$ cat config.mk
export PLATFORM = sky130hd
export DESIGN_NAME = scale_reading_line_parser
export DESIGN_NICKNAME = d
export VERILOG_FILES = /design/src/slp_pkg.sv /design/src/scale_reading_line_parser.sv /design/src/slp_header.sv /design/src/slp_scanner.sv /design/src/slp_finish.sv
export SDC_FILE = /design/constraint.sdc
export NUM_CORES = 2
export LEC_CHECK = 0
export BUFFER_PORTS_ARGS = -buffer_cell sky130_fd_sc_hd__buf_2
export CAP_MARGIN = 20
export CORE_MARGIN = 8
export CORE_UTILIZATION = 50
export DETAILED_ROUTE_END_ITERATION = 7
export PLACE_DENSITY = 0.7
export SYNTH_ARGS = -nofsm -noshare
export SYNTH_HDL_FRONTEND = slang
export SYNTH_SLANG_ARGS = --single-unit
$ cat constraint.sdc
create_clock -name clock -period 11.77 [get_ports clock]
set_input_delay 1.177 -clock clock [delete_from_list [all_inputs] [get_ports clock]]
set_output_delay 1.177 -clock clock [all_outputs]
set_load 0.05 [all_outputs]
$ cat src/slp_pkg.sv
package slp_pkg;

   // default for the kept-character limit of the number search
   localparam int MAX_KEPT_DEFAULT = 63;
   // decimals in the scaled result
   localparam int FRAC_DIGITS = 3;
   // width of a fraction digit count
   localparam int FC_W = 3;

   // magnitude cap, one past the largest positive value
   localparam logic [31:0] MAG_CAP = 32'h8000_0000;

   // characters looked at in more than one place
   localparam logic [7:0] CH_NUL   = 8'h00;
   localparam logic [7:0] CH_TAB   = 8'h09;
   localparam logic [7:0] CH_SPACE = 8'h20;
   localparam logic [7:0] CH_COMMA = 8'h2C;

   // number scanner states
   localparam logic [2:0] SC_SEARCH = 3'd0;
   localparam logic [2:0] SC_PSIGN  = 3'd1;
   localparam logic [2:0] SC_PPOINT = 3'd2;
   localparam logic [2:0] SC_INT    = 3'd3;
   localparam logic [2:0] SC_FRAC   = 3'd4;
   localparam logic [2:0] SC_DONE   = 3'd5;

   // header modes
   localparam logic [1:0] HM_NONE  = 2'd0;
   localparam logic [1:0] HM_PLAIN = 2'd1;
   localparam logic [1:0] HM_US    = 2'd2;
   localparam logic [1:0] HM_OL    = 2'd3;

   typedef struct packed {
      logic [7:0] ch;
      logic       last;
   } req_item_type;

   typedef struct packed {
      logic              ok;
      logic              stable;
      logic signed [31:0] value_scaled;
      logic              saturated;
   } rsp_item_type;

   // what a scanner holds after the current character
   typedef struct packed {
      logic [2:0]      st;
      logic [31:0]     accum;
      logic [FC_W-1:0] fc;
      logic            neg;
      logic            sat;
   } scan_view_type;

   // header outcome after the current character
   typedef struct packed {
      logic [1:0] mode;
      logic       use_tail;
   } hdr_view_type;

   // everything the result stage needs for one line
   typedef struct packed {
      logic            ok;
      logic            stable;
      logic            neg;
      logic [31:0]     accum;
      logic [FC_W-1:0] fc;
      logic            sat;
   } line_summary_type;

   function automatic logic is_blank(input logic [7:0] c);
      is_blank = (c == CH_SPACE) || (c == CH_TAB);
   endfunction

   // ten to the power n for the missing fraction digits
   function automatic logic [19:0] pow10(input logic [FC_W-1:0] n);
      case (n)
         3'd0: pow10 = 20'd1;
         3'd1: pow10 = 20'd10;
         3'd2: pow10 = 20'd100;
         3'd3: pow10 = 20'd1000;
         3'd4: pow10 = 20'd10000;
         3'd5: pow10 = 20'd100000;
         3'd6: pow10 = 20'd1000000;
         default: pow10 = 20'd1;
      endcase
   endfunction

endpackage

$ cat src/scale_reading_line_parser.sv
// Weighing-scale line parser. One character of a text line is taken per item, and the block
// takes one item every clock cycle when the result side is not stalled. The single result of
// a line reaches the rsp side through registers: the item marked last is held in the input
// register while the per-character state update runs (header detection plus two number
// scanners, each a single add-and-compare per digit), then the line summary register holds
// the line while the scaling multiply feeds the result register. The summary register between
// the state update and the result stage lets the next line's characters flow in while a
// result waits.
// A NUL character ends the line early; characters after it are ignored until the last one.
module scale_reading_line_parser
   import slp_pkg::*;
#(
   parameter int MAX_KEPT = MAX_KEPT_DEFAULT
) (
   input  logic         clock,
   input  logic         reset,
   input  logic         req_valid,
   output logic         req_stall,
   input  req_item_type req_data,
   output logic         rsp_valid,
   input  logic         rsp_stall,
   output rsp_item_type rsp_data
);

   logic         s1_valid_ff, s1_valid_in;
   req_item_type s1_item_ff;

   logic             sum_valid_ff, sum_valid_in;
   line_summary_type sum_ff, sum_in;
   logic             sum_take;

   logic          consume;
   logic          line_end;
   logic          feed;
   logic          tail_feed;
   hdr_view_type  hdr_view;
   scan_view_type whole_view;
   scan_view_type tail_view;
   scan_view_type pick;

   // a last item needs room in the summary register
   assign consume   = s1_valid_ff && (!s1_item_ff.last || !sum_valid_ff || sum_take);
   assign line_end  = consume && s1_item_ff.last;
   assign req_stall = s1_valid_ff && !consume;

   // input register
   assign s1_valid_in = (req_valid && !req_stall) || (s1_valid_ff && !consume);

   always_ff @(posedge clock) begin
      if (reset) begin
         s1_valid_ff <= 1'b0;
      end else begin
         s1_valid_ff <= s1_valid_in;
      end
   end

   always_ff @(posedge clock) begin
      if (!req_stall) begin
         s1_item_ff <= req_data;
      end
   end

   slp_header u_header (
      .clock     (clock),
      .reset     (reset),
      .step      (consume),
      .clear     (line_end),
      .ch        (s1_item_ff.ch),
      .feed      (feed),
      .tail_feed (tail_feed),
      .view      (hdr_view)
   );

   slp_scanner #(.MAX_KEPT(MAX_KEPT)) u_whole (
      .clock (clock),
      .reset (reset),
      .step  (feed),
      .clear (line_end),
      .ch    (s1_item_ff.ch),
      .view  (whole_view)
   );

   slp_scanner #(.MAX_KEPT(MAX_KEPT)) u_tail (
      .clock (clock),
      .reset (reset),
      .step  (tail_feed),
      .clear (line_end),
      .ch    (s1_item_ff.ch),
      .view  (tail_view)
   );

   // pick the scanner and judge the line
   assign pick = hdr_view.use_tail ? tail_view : whole_view;

   always_comb begin
      sum_in.ok     = (hdr_view.mode != HM_OL)
                      && (pick.st == SC_INT || pick.st == SC_FRAC || pick.st == SC_DONE);
      sum_in.stable = (hdr_view.mode != HM_US);
      sum_in.neg    = pick.neg;
      sum_in.accum  = pick.accum;
      sum_in.fc     = pick.fc;
      sum_in.sat    = pick.sat;
   end

   // line summary register
   assign sum_valid_in = line_end || (sum_valid_ff && !sum_take);

   always_ff @(posedge clock) begin
      if (reset) begin
         sum_valid_ff <= 1'b0;
      end else begin
         sum_valid_ff <= sum_valid_in;
      end
   end

   always_ff @(posedge clock) begin
      if (line_end) begin
         sum_ff <= sum_in;
      end
   end

   slp_finish u_finish (
      .clock     (clock),
      .reset     (reset),
      .sum_valid (sum_valid_ff),
      .sum       (sum_ff),
      .sum_take  (sum_take),
      .rsp_valid (rsp_valid),
      .rsp_stall (rsp_stall),
      .rsp_data  (rsp_data)
   );

endmodule

$ cat src/slp_header.sv
module slp_header
   import slp_pkg::*;
(
   input  logic         clock,
   input  logic         reset,
   input  logic         step,
   input  logic         clear,
   input  logic [7:0]   ch,
   output logic         feed,
   output logic         tail_feed,
   output hdr_view_type view
);

   localparam logic [2:0] PH_BLANKS  = 3'd0;
   localparam logic [2:0] PH_FIRST   = 3'd1;
   localparam logic [2:0] PH_SECOND  = 3'd2;
   localparam logic [2:0] PH_DECIDED = 3'd3;
   localparam logic [2:0] PH_ENDED   = 3'd4;

   localparam logic [7:0] CH_O = 8'h4F;
   localparam logic [7:0] CH_L = 8'h4C;
   localparam logic [7:0] CH_U = 8'h55;
   localparam logic [7:0] CH_S = 8'h53;

   logic [2:0]  phase_ff, phase_in;
   logic [15:0] letters_ff, letters_in;
   logic [1:0]  mode_ff, mode_in;
   logic [1:0]  commas_ff, commas_in;

   function automatic logic is_alpha(input logic [7:0] c);
      is_alpha = (c inside {[8'h41:8'h5A]}) || (c inside {[8'h61:8'h7A]});
   endfunction

   // line phase, header letters and comma count
   always_comb begin
      phase_in   = phase_ff;
      letters_in = letters_ff;
      mode_in    = mode_ff;
      commas_in  = commas_ff;
      feed       = 1'b0;
      if (step && phase_ff != PH_ENDED) begin
         if (ch == CH_NUL) begin
            phase_in = PH_ENDED;
         end else if (!(phase_ff == PH_BLANKS && is_blank(ch))) begin
            feed = 1'b1;
            case (phase_ff)
               PH_BLANKS: begin
                  letters_in = {ch, 8'd0};
                  phase_in   = PH_FIRST;
               end
               PH_FIRST: begin
                  letters_in = {letters_ff[15:8], ch};
                  phase_in   = PH_SECOND;
               end
               PH_SECOND: begin
                  if (is_alpha(letters_ff[15:8]) && is_alpha(letters_ff[7:0])
                      && ch == CH_COMMA) begin
                     if (letters_ff[15:8] == CH_O && letters_ff[7:0] == CH_L) begin
                        mode_in = HM_OL;
                     end else if (letters_ff[15:8] == CH_U && letters_ff[7:0] == CH_S) begin
                        mode_in = HM_US;
                     end else begin
                        mode_in = HM_PLAIN;
                     end
                  end
                  phase_in = PH_DECIDED;
               end
               default: ;
            endcase
            if (ch == CH_COMMA && commas_ff != 2'd2) begin
               commas_in = commas_ff + 2'd1;
            end
         end
      end
   end

   // tail scanner only sees characters after the second comma
   assign tail_feed     = feed && (commas_ff == 2'd2);
   assign view.mode     = mode_in;
   assign view.use_tail = (mode_in != HM_NONE) && (commas_in == 2'd2);

   always_ff @(posedge clock) begin
      if (reset || clear) begin
         phase_ff   <= PH_BLANKS;
         letters_ff <= '0;
         mode_ff    <= HM_NONE;
         commas_ff  <= 2'd0;
      end else begin
         phase_ff   <= phase_in;
         letters_ff <= letters_in;
         mode_ff    <= mode_in;
         commas_ff  <= commas_in;
      end
   end

endmodule

$ cat src/slp_scanner.sv
module slp_scanner
   import slp_pkg::*;
#(
   parameter int MAX_KEPT = MAX_KEPT_DEFAULT
) (
   input  logic          clock,
   input  logic          reset,
   input  logic          step,
   input  logic          clear,
   input  logic [7:0]    ch,
   output scan_view_type view
);

   localparam int KEPT_W = $clog2(MAX_KEPT + 1);

   localparam logic [7:0] CH_PLUS  = 8'h2B;
   localparam logic [7:0] CH_MINUS = 8'h2D;
   localparam logic [7:0] CH_POINT = 8'h2E;

   logic [2:0]        st_ff, st_in;
   logic [31:0]       accum_ff, accum_in;
   logic [FC_W-1:0]   fc_ff, fc_in;
   logic              neg_ff, neg_in;
   logic              sat_ff, sat_in;
   logic [KEPT_W-1:0] kept_ff, kept_in;

   logic        digit;
   logic [31:0] dval;
   logic [35:0] grown;
   logic        over;
   logic [31:0] stepped;

   // one decimal digit onto the accumulator, clamped at the cap
   assign digit   = ch inside {[8'h30:8'h39]};
   assign dval    = {28'd0, ch[3:0]};
   assign grown   = ({4'd0, accum_ff} << 3) + ({4'd0, accum_ff} << 1) + {32'd0, ch[3:0]};
   assign over    = grown > {4'd0, MAG_CAP};
   assign stepped = over ? MAG_CAP : grown[31:0];

   always_comb begin
      st_in    = st_ff;
      accum_in = accum_ff;
      fc_in    = fc_ff;
      neg_in   = neg_ff;
      sat_in   = sat_ff;
      kept_in  = kept_ff;
      if (step && !is_blank(ch) && kept_ff < KEPT_W'(MAX_KEPT)) begin
         kept_in = kept_ff + KEPT_W'(1);
         case (st_ff)
            SC_INT: begin
               if (digit) begin
                  accum_in = stepped;
                  sat_in   = sat_ff | over;
               end else if (ch == CH_POINT) begin
                  st_in = SC_FRAC;
               end else begin
                  st_in = SC_DONE;
               end
            end
            SC_FRAC: begin
               if (digit) begin
                  if (fc_ff < FC_W'(FRAC_DIGITS)) begin
                     accum_in = stepped;
                     sat_in   = sat_ff | over;
                     fc_in    = fc_ff + FC_W'(1);
                  end
               end else begin
                  st_in = SC_DONE;
               end
            end
            SC_SEARCH, SC_PSIGN, SC_PPOINT: begin
               if (digit && st_ff == SC_PSIGN) begin
                  // sign followed by a digit
                  st_in    = SC_INT;
                  accum_in = dval;
               end else if (digit && st_ff == SC_PPOINT) begin
                  // point followed by a digit opens the fraction
                  st_in    = SC_FRAC;
                  accum_in = (FRAC_DIGITS > 0) ? dval : 32'd0;
                  fc_in    = (FRAC_DIGITS > 0) ? FC_W'(1) : FC_W'(0);
               end else if (digit) begin
                  st_in    = SC_INT;
                  neg_in   = 1'b0;
                  accum_in = dval;
               end else if (ch == CH_PLUS || ch == CH_MINUS) begin
                  st_in  = SC_PSIGN;
                  neg_in = (ch == CH_MINUS);
               end else if (ch == CH_POINT) begin
                  st_in  = SC_PPOINT;
                  neg_in = 1'b0;
               end else begin
                  st_in = SC_SEARCH;
               end
            end
            default: ;
         endcase
      end
   end

   assign view.st    = st_in;
   assign view.accum = accum_in;
   assign view.fc    = fc_in;
   assign view.neg   = neg_in;
   assign view.sat   = sat_in;

   always_ff @(posedge clock) begin
      if (reset || clear) begin
         st_ff    <= SC_SEARCH;
         accum_ff <= '0;
         fc_ff    <= '0;
         neg_ff   <= 1'b0;
         sat_ff   <= 1'b0;
         kept_ff  <= '0;
      end else begin
         st_ff    <= st_in;
         accum_ff <= accum_in;
         fc_ff    <= fc_in;
         neg_ff   <= neg_in;
         sat_ff   <= sat_in;
         kept_ff  <= kept_in;
      end
   end

endmodule

$ cat src/slp_finish.sv
module slp_finish
   import slp_pkg::*;
(
   input  logic             clock,
   input  logic             reset,
   input  logic             sum_valid,
   input  line_summary_type sum,
   output logic             sum_take,
   output logic             rsp_valid,
   input  logic             rsp_stall,
   output rsp_item_type     rsp_data
);

   logic         rsp_valid_ff, rsp_valid_in;
   rsp_item_type rsp_data_ff, rsp_data_in;

   logic [19:0] scale;
   logic [51:0] mag;
   logic        too_big;

   // scale up for missing fraction digits
   assign scale = pow10(FC_W'(FRAC_DIGITS) - sum.fc);
   assign mag   = {20'd0, sum.accum} * {32'd0, scale};

   always_comb begin
      rsp_data_in.ok           = sum.ok;
      rsp_data_in.stable       = sum.stable;
      rsp_data_in.value_scaled = 32'sd0;
      rsp_data_in.saturated    = 1'b0;
      if (sum.neg) begin
         too_big = sum.sat || (mag > {20'd0, MAG_CAP});
      end else begin
         too_big = sum.sat || (mag > {20'd0, MAG_CAP - 32'd1});
      end
      if (sum.ok) begin
         rsp_data_in.saturated = too_big;
         if (too_big) begin
            rsp_data_in.value_scaled = sum.neg ? 32'sh8000_0000 : 32'sh7FFF_FFFF;
         end else if (sum.neg) begin
            rsp_data_in.value_scaled = 32'sd0 - $signed(mag[31:0]);
         end else begin
            rsp_data_in.value_scaled = $signed(mag[31:0]);
         end
      end
   end

   // result register
   assign sum_take     = sum_valid && (!rsp_valid_ff || !rsp_stall);
   assign rsp_valid_in = sum_take || (rsp_valid_ff && rsp_stall);

   always_ff @(posedge clock) begin
      if (reset) begin
         rsp_valid_ff <= 1'b0;
      end else begin
         rsp_valid_ff <= rsp_valid_in;
      end
   end

   always_ff @(posedge clock) begin
      if (sum_take) begin
         rsp_data_ff <= rsp_data_in;
      end
   end

   assign rsp_valid = rsp_valid_ff;
   assign rsp_data  = rsp_data_ff;

endmodule

# ---- Word-level counts from Yosys, hierarchy flattened
# Index checks and enable logic that the tools add are counted.
dict set report word_totals {
  reg_bits 201
  out_inout_bits 37
  inputBits 13
  word_cells 262
}
dict set report op_classes {
  n_mul 1
  add_sub_neg 11
  muxes 94
  eq_ne 36
  order_cmp 18
  bitwise_logic 5
  n_reduce_logical 65
}
# op count
set ops {}
lappend ops {{$mux W32} 19}
lappend ops {{$pmux W32 S3} 2}
lappend ops {{$pmux W20 S6} 1}
lappend ops {{$add A35 B33 Y36} 2}
lappend ops {{$add A36 B4 Y36} 2}
lappend ops {{$gt A36 B32 Y1 const B} 2}
lappend ops {{$mux W3} 24}
lappend ops {{$gt A52 B31 Y1 const B} 1}
lappend ops {{$gt A52 B32 Y1 const B} 1}
lappend ops {{$mul A32 B20 Y52} 1}
lappend ops {{$eq A8 B6 Y1 const B} 5}
lappend ops {{$mux W40} 1}
lappend ops {{$eq A8 B7 Y1 const B} 4}
lappend ops {{$ge A8 B7 Y1 const B} 4}
lappend ops {{$le A8 B7 Y1 const B} 4}
lappend ops {{$pmux W16 S2} 1}
lappend ops {{$sub A1 B32 Y32 const A} 1}
lappend ops {{$logic_and A1 B1 Y1} 30}
lappend ops {{$mux W1} 27}
lappend ops {{$pmux W3 S3} 3}
lappend ops {{$eq A3 B2 Y1 const B} 8}
lappend ops {{$mux W2} 12}
lappend ops {{$eq A3 B3 Y1 const B} 7}
lappend ops {{$logic_or A1 B1 Y1} 15}
lappend ops {{27 further kinds} 53}

# ---- Depth between registers and ports, before layout
dict set report depth {
  depth_word 17
  ltp_mapped 37
  depth_no_buf 31
}

# ---- Cells and area by module
# From an unflattened synthesis, not the netlist that was laid out.
dict set report unflattened {
  hier_cells 4134
  hier_area_um2 35730.5
}
# mod n_inst cells_per_inst seq_area_each_um2 area_each_um2
set modules_own_cells {}
lappend modules_own_cells {slp_finish 1 2610 1071.0 22479.1}
lappend modules_own_cells {{slp_scanner (u_whole)} 1 641 920.9 4913.5}
lappend modules_own_cells {{slp_scanner (u_tail)} 1 609 920.9 4853.4}
lappend modules_own_cells {scale_reading_line_parser 1 108 1481.4 2058.2}
lappend modules_own_cells {slp_header 1 166 460.4 1426.4}

# ---- Worst setup path before layout
# Ideal clock, no wire load.
dict set report synth_path {
  path_kind {reg-to-reg}
  from {register sum_ff[1] (netlist bit)}
  to {register u_finish.rsp_data_ff, in the netlist u_finish.rsp_data[10] (data pin)}
  setup_ns 0.257
  required_time_ns 11.513
  path_slack_ns 2.929
  period_less_slack_ns 8.841
  path_stages_with_launch 33
  t_arrival_ns 8.584
  path_buffers 4
  path_cell_list {edfxtp_1 clkbuf_1 inv_1 nor3b_1 clkbuf_1 nand2_1 o21ai_0 or2_2 fa_1 inv_1 fa_1 fa_1 inv_1 fa_1 fa_1 fa_1 inv_1 fa_1 inv_1 ha_1 clkbuf_1 a21oi_1 o21ai_1 a2111oi_2 a21oi_1 a41oi_1 xor2_1 nand4_1 or4_1 nor3_1 clkbuf_1 nand3_1 a32o_1}
}
dict set report synth_between {
  elab_chain_len 8
  word_cells_on_any_way 17
  cone_classes {add/sub: 2; mul: 1; order compare: 2; eq/ne: 6; mux: 4; reduce/logical: 2}
}
# item line_no
set synth_rtl {}
lappend synth_rtl {{from (decl)} scale_reading_line_parser.sv:29} ;# line_summary_type sum_ff, sum_in;
lappend synth_rtl {{from (signal assigned)} scale_reading_line_parser.sv:118} ;# sum_ff <= sum_in;
lappend synth_rtl {{$sub A2 B3 Y3 *} slp_finish.sv:22} ;# assign scale = pow10(FC_W'(FRAC_DIGITS) - sum.fc);
lappend synth_rtl {{$eq A3 B3 Y1 (tied with other cells)} slp_pkg.sv:76} ;# case (n)
lappend synth_rtl {{$pmux W20 S6 *} slp_pkg.sv:76}
lappend synth_rtl {{$mul A32 B20 Y52 *} slp_finish.sv:23} ;# assign mag = {20'd0, sum.accum} * {32'd0, scale};
lappend synth_rtl {{$gt A52 B31 Y1 / $gt A52 B32 Y1 (equally long branches)} {slp_finish.sv:33, slp_finish.sv:31}}
lappend synth_rtl {{$logic_or A1 B1 Y1, on equally long branches} {slp_finish.sv:33, slp_finish.sv:31}}
lappend synth_rtl {{$mux W1} slp_finish.sv:30} ;# if (sum.neg) begin
lappend synth_rtl {{$mux W32 *} slp_finish.sv:37} ;# if (too_big) begin
lappend synth_rtl {{to (signal assigned)} slp_finish.sv:61} ;# rsp_data_ff <= rsp_data_in;
lappend synth_rtl {{to (decl)} slp_finish.sv:15} ;# rsp_item_type rsp_data_ff, rsp_data_in;
# Every way passes the cells marked *; elsewhere a longest branch is shown, timed or not.
# A chain may end at the register's enable or synchronous reset.

# ---- Worst setup path in the final report
dict set report layout_path {
  from {register sum_ff[1] (netlist bit)}
  to {register u_finish.rsp_data_ff, in the netlist u_finish.rsp_data[6] (data pin)}
}
# Same word-level chain as after synthesis.

==> out/metrics.cfg <==
[worst_setup_path]
critPathMaxFanout=32
reg2reg_slack_ns=1.65
reg2reg_depth=30
cpMostUsedCell=fa_1
crit_path_max_incr_delay_ns=0.62
end_kind=register
worst_setup_path_start_kind=register
critPathKind=reg -> reg
critPathRequiredTime_ns=12.20
r2r_end=u_finish.rsp_data[6]
crit_slowest_cell=inv_1
worstPathArrival_ns=10.55
timing.rr.start=sum_ff[1]

[layout]
layout.nets=4943
most-common-layout-cells=inv_1 (694), nand2_1 (492), fa_1 (476)
final_common_cell=inv_1
final_cells=5089
area_growth_pct=5.30
utilization=0.530
fillerInstances=6653
drive_above_1_share=0.0535

[logic_synthesis]
synthArstFlopShare=0
ys_ff_latch=201
synth_cell_types=95
yosysSeqAreaShare=0.138
ys.warnings.count=0
synth.top_cell.area_share=0.271
yosys.area.top_type=fa_1
synth-edff-count=83
syn-cell-area_um2=35100
syn_nets=5045
avgSynthCellArea_um2=8.30
synth_cells=4232
dominantRegCellSynth=dfxtp_1
synthTopCellsByArea=fa_1 (27%), ha_1 (12%), inv_1 (7.4%)

[drt]
drt_iter0_drc=2518
num_vias=30000
wl_per_cell_um=20.2
first_pass_iters=6
ant_nets=0
viasPerCell=5.89
drc_errors=0
wirelength_um=103000

[pwr]
clkPwrFrac=0.214
powerDensity_nw_per_um2=104
switching_share=0.487
pwr-share-comb=0.589
vdd_ir_drop_max_v=0.000161
pwr-share-seq=0.197
power_switching_w=0.00188
power.internal_w=0.00198
leakage_nw=17.9

[sta]
fin_crit_sh=0.859
setup_slack_ns=1.65
holdWs_ns=0.428
finalSetupViolCount=0
fin_crit_ns=10.12
finalSetupTns_ns=0
fmax_mhz=98.9
final_max_slew_viol_count=0
finalHoldViolCount=0
tightest_slew_ns=1.06
relSlewSlack=0.291
clock_skew_ns=0.0178
rsz0062_at_grt=false

[floorplanning]
num_io_pins=50
dieArea_um2=79000
die_y_um=281
die-width_um=281
num_rows=97
initial_core_util=0.503
core_region_area_um2=69800

[cts]
cts-htree-levels=1
post_cts_buffers=0
ctsResizeCount=0
worst_skew_pair.late_latency_ns=0.58
tritoncts=yes
clk_path_buf_depth=3
postCtsHoldBufs=0
root_buffer=clkbuf_16
cts.sinks=201
clk_pin_slew_ns=0.06
cts_buffers=24

[global_route]
grtUsageTotal=0.259
busiest_layer=met2
grt_pass1_wl_um=164000
first_global_vias=29800
overflow=0
grt_start_max_net_pins=82
groute.layer.met2.usage=0.431
antenna_found_initial=4
grt_use_met1=0.351
grt_use_met3=0.0294

[placement]
dp_slack_ns=1.74
hpwl_um=82600
portBuffers=49
place.gp.congestion=1.00
dp_cells=5044

[flow_run]
maxCapViolCount=0

[worst_hold_path]
holdPathStages=0
min_to=u_finish.rsp_data[33]
hp-start=sum_ff[37]
hold_path.class=reg -> reg

[status]
outcome=completed

[power groups by stage]
stage | clock (W) | sequential (W) | combinational (W)
6_report | 0.000825 | 0.000759 | 0.00227
2_1_floorplan | 0 | 0.000762 | 0.00165
3_3_place_gp | 0 | 0.000773 | 0.00224
5_1_grt | 0.000860 | 0.000759 | 0.00253
3_5_place_dp | 0 | 0.000773 | 0.00224
4_1_cts | 0.000842 | 0.000758 | 0.00226
[worst max-delay path by stage]
stage	start	to	slack (ns)	depth (start not counted)
2_1_floorplan	sum_ff[1]	u_finish.rsp_data[10]	2.93	32
3_3_place_gp	sum_ff[1]	u_finish.rsp_data[6]	1.99	30
3_5_place_dp	sum_ff[1]	u_finish.rsp_data[6]	1.74	30
4_1_cts	sum_ff[1]	u_finish.rsp_data[6]	1.71	30
5_1_grt	sum_ff[1]	u_finish.rsp_data[4]	1.05	30
6_report	sum_ff[1]	u_finish.rsp_data[6]	1.65	30
[cell families (layout without fill, tap and decap cells)]
group / after synthesis / in the layout / share of synthesized area
flip-flops: 201 / 201 / 0.138
multiplexers: 38 / 38 / 0.0109
XOR/XNOR: 102 / 102 / 0.0254
AND/OR/NAND/NOR: 1315 / 1315 / 0.182
buffers and inverters: 913 / 829 / 0.0983
other: 0 / 1 / 0
AO/OA/AOI/OAI: 862 / 862 / 0.159
adder cells (fa/ha/maj): 801 / 801 / 0.387
[registers in the layout, summed over array words and instances (netlist names), 3 cells and up]
signal,count
u_whole.accum_ff,32
u_tail.accum_ff,32
s1_item_ff,9
sum_ff,39
u_header.letters_ff,16
u_whole.fc_ff,3
u_whole.kept_ff,6
u_tail.kept_ff,6
u_tail.fc_ff,3
u_whole.st_ff,3
u_tail.st_ff,3
u_header.phase_ff,3
u_finish.rsp_data,35
[metrics by stage]
stage | area [um2] | total power [W]
2_1_floorplan | 35100 | 0.00242
3_3_place_gp | 36100 | 0.00301
3_5_place_dp | 36100 | 0.00301
4_1_cts | 37000 | 0.00385
5_1_grt | 37000 | 0.00415
6_report | 37000 | 0.00385
[layer usage]
metal	vias to the layer above	share of wire
met3	228	0.071
met1	14700	0.42
met4	0	0.038
li1	13900	-
met5	-	0
met2	1147	0.47
[synthesized netlist by cell type, types with 8 or more instances]
master,n
dfxtp_1,118
o21bai_1,16
o211ai_1,27
xnor2_1,55
and3_1,43
o21a_1,27
o22ai_1,9
xor2_1,47
nor3b_1,9
nand4_1,63
ha_1,324
nor2_1,240
nor2b_1,13
or3_1,28
o21ai_1,14
nand2_1,492
o21ai_0,190
o41ai_1,11
a211oi_1,27
and2_1,164
and4_1,13
a21o_1,26
nor4_1,19
a22oi_1,18
fa_1,476
inv_1,694
buf_1,8
a2111o_1,14
nand3_1,95
or2_2,37
nand2b_1,20
a21boi_0,9
o31ai_1,19
a211o_1,11
a32o_1,29
a21oi_1,287
edfxtp_1,83
a31oi_1,28
mux2i_1,35
nor3_1,39
clkbuf_1,200
[final cells by class]
| type | count | area (um2) | share of cell area |
|---|---|---|---|
| antenna | 1 | 2.50 | 0.0000676 |
| tap | 940 | 1180 | 0.0318 |
| timing repair buffer | 91 | 561 | 0.0152 |
| multi-input combinational | 3118 | 26900 | 0.728 |
| clock buffer | 35 | 736 | 0.0199 |
| inverter | 694 | 2610 | 0.0704 |
| sequential | 201 | 4850 | 0.131 |
| clock inverter | 9 | 138 | 0.00372 |
[critical path, delay by kind of cell (launching register included)]
kind | cells | cell delay [ns]
AOI/OAI and AO/OA | 7 | 1.82
xor gates and xnor gates | 1 | 0.40
adders and majority gates | 8 | 4.04
buffers and inverters | 7 | 1.41
DFF | 1 | 0.39
and+or+nand+nor | 7 | 1.88
(Power assumes the default switching activity.)
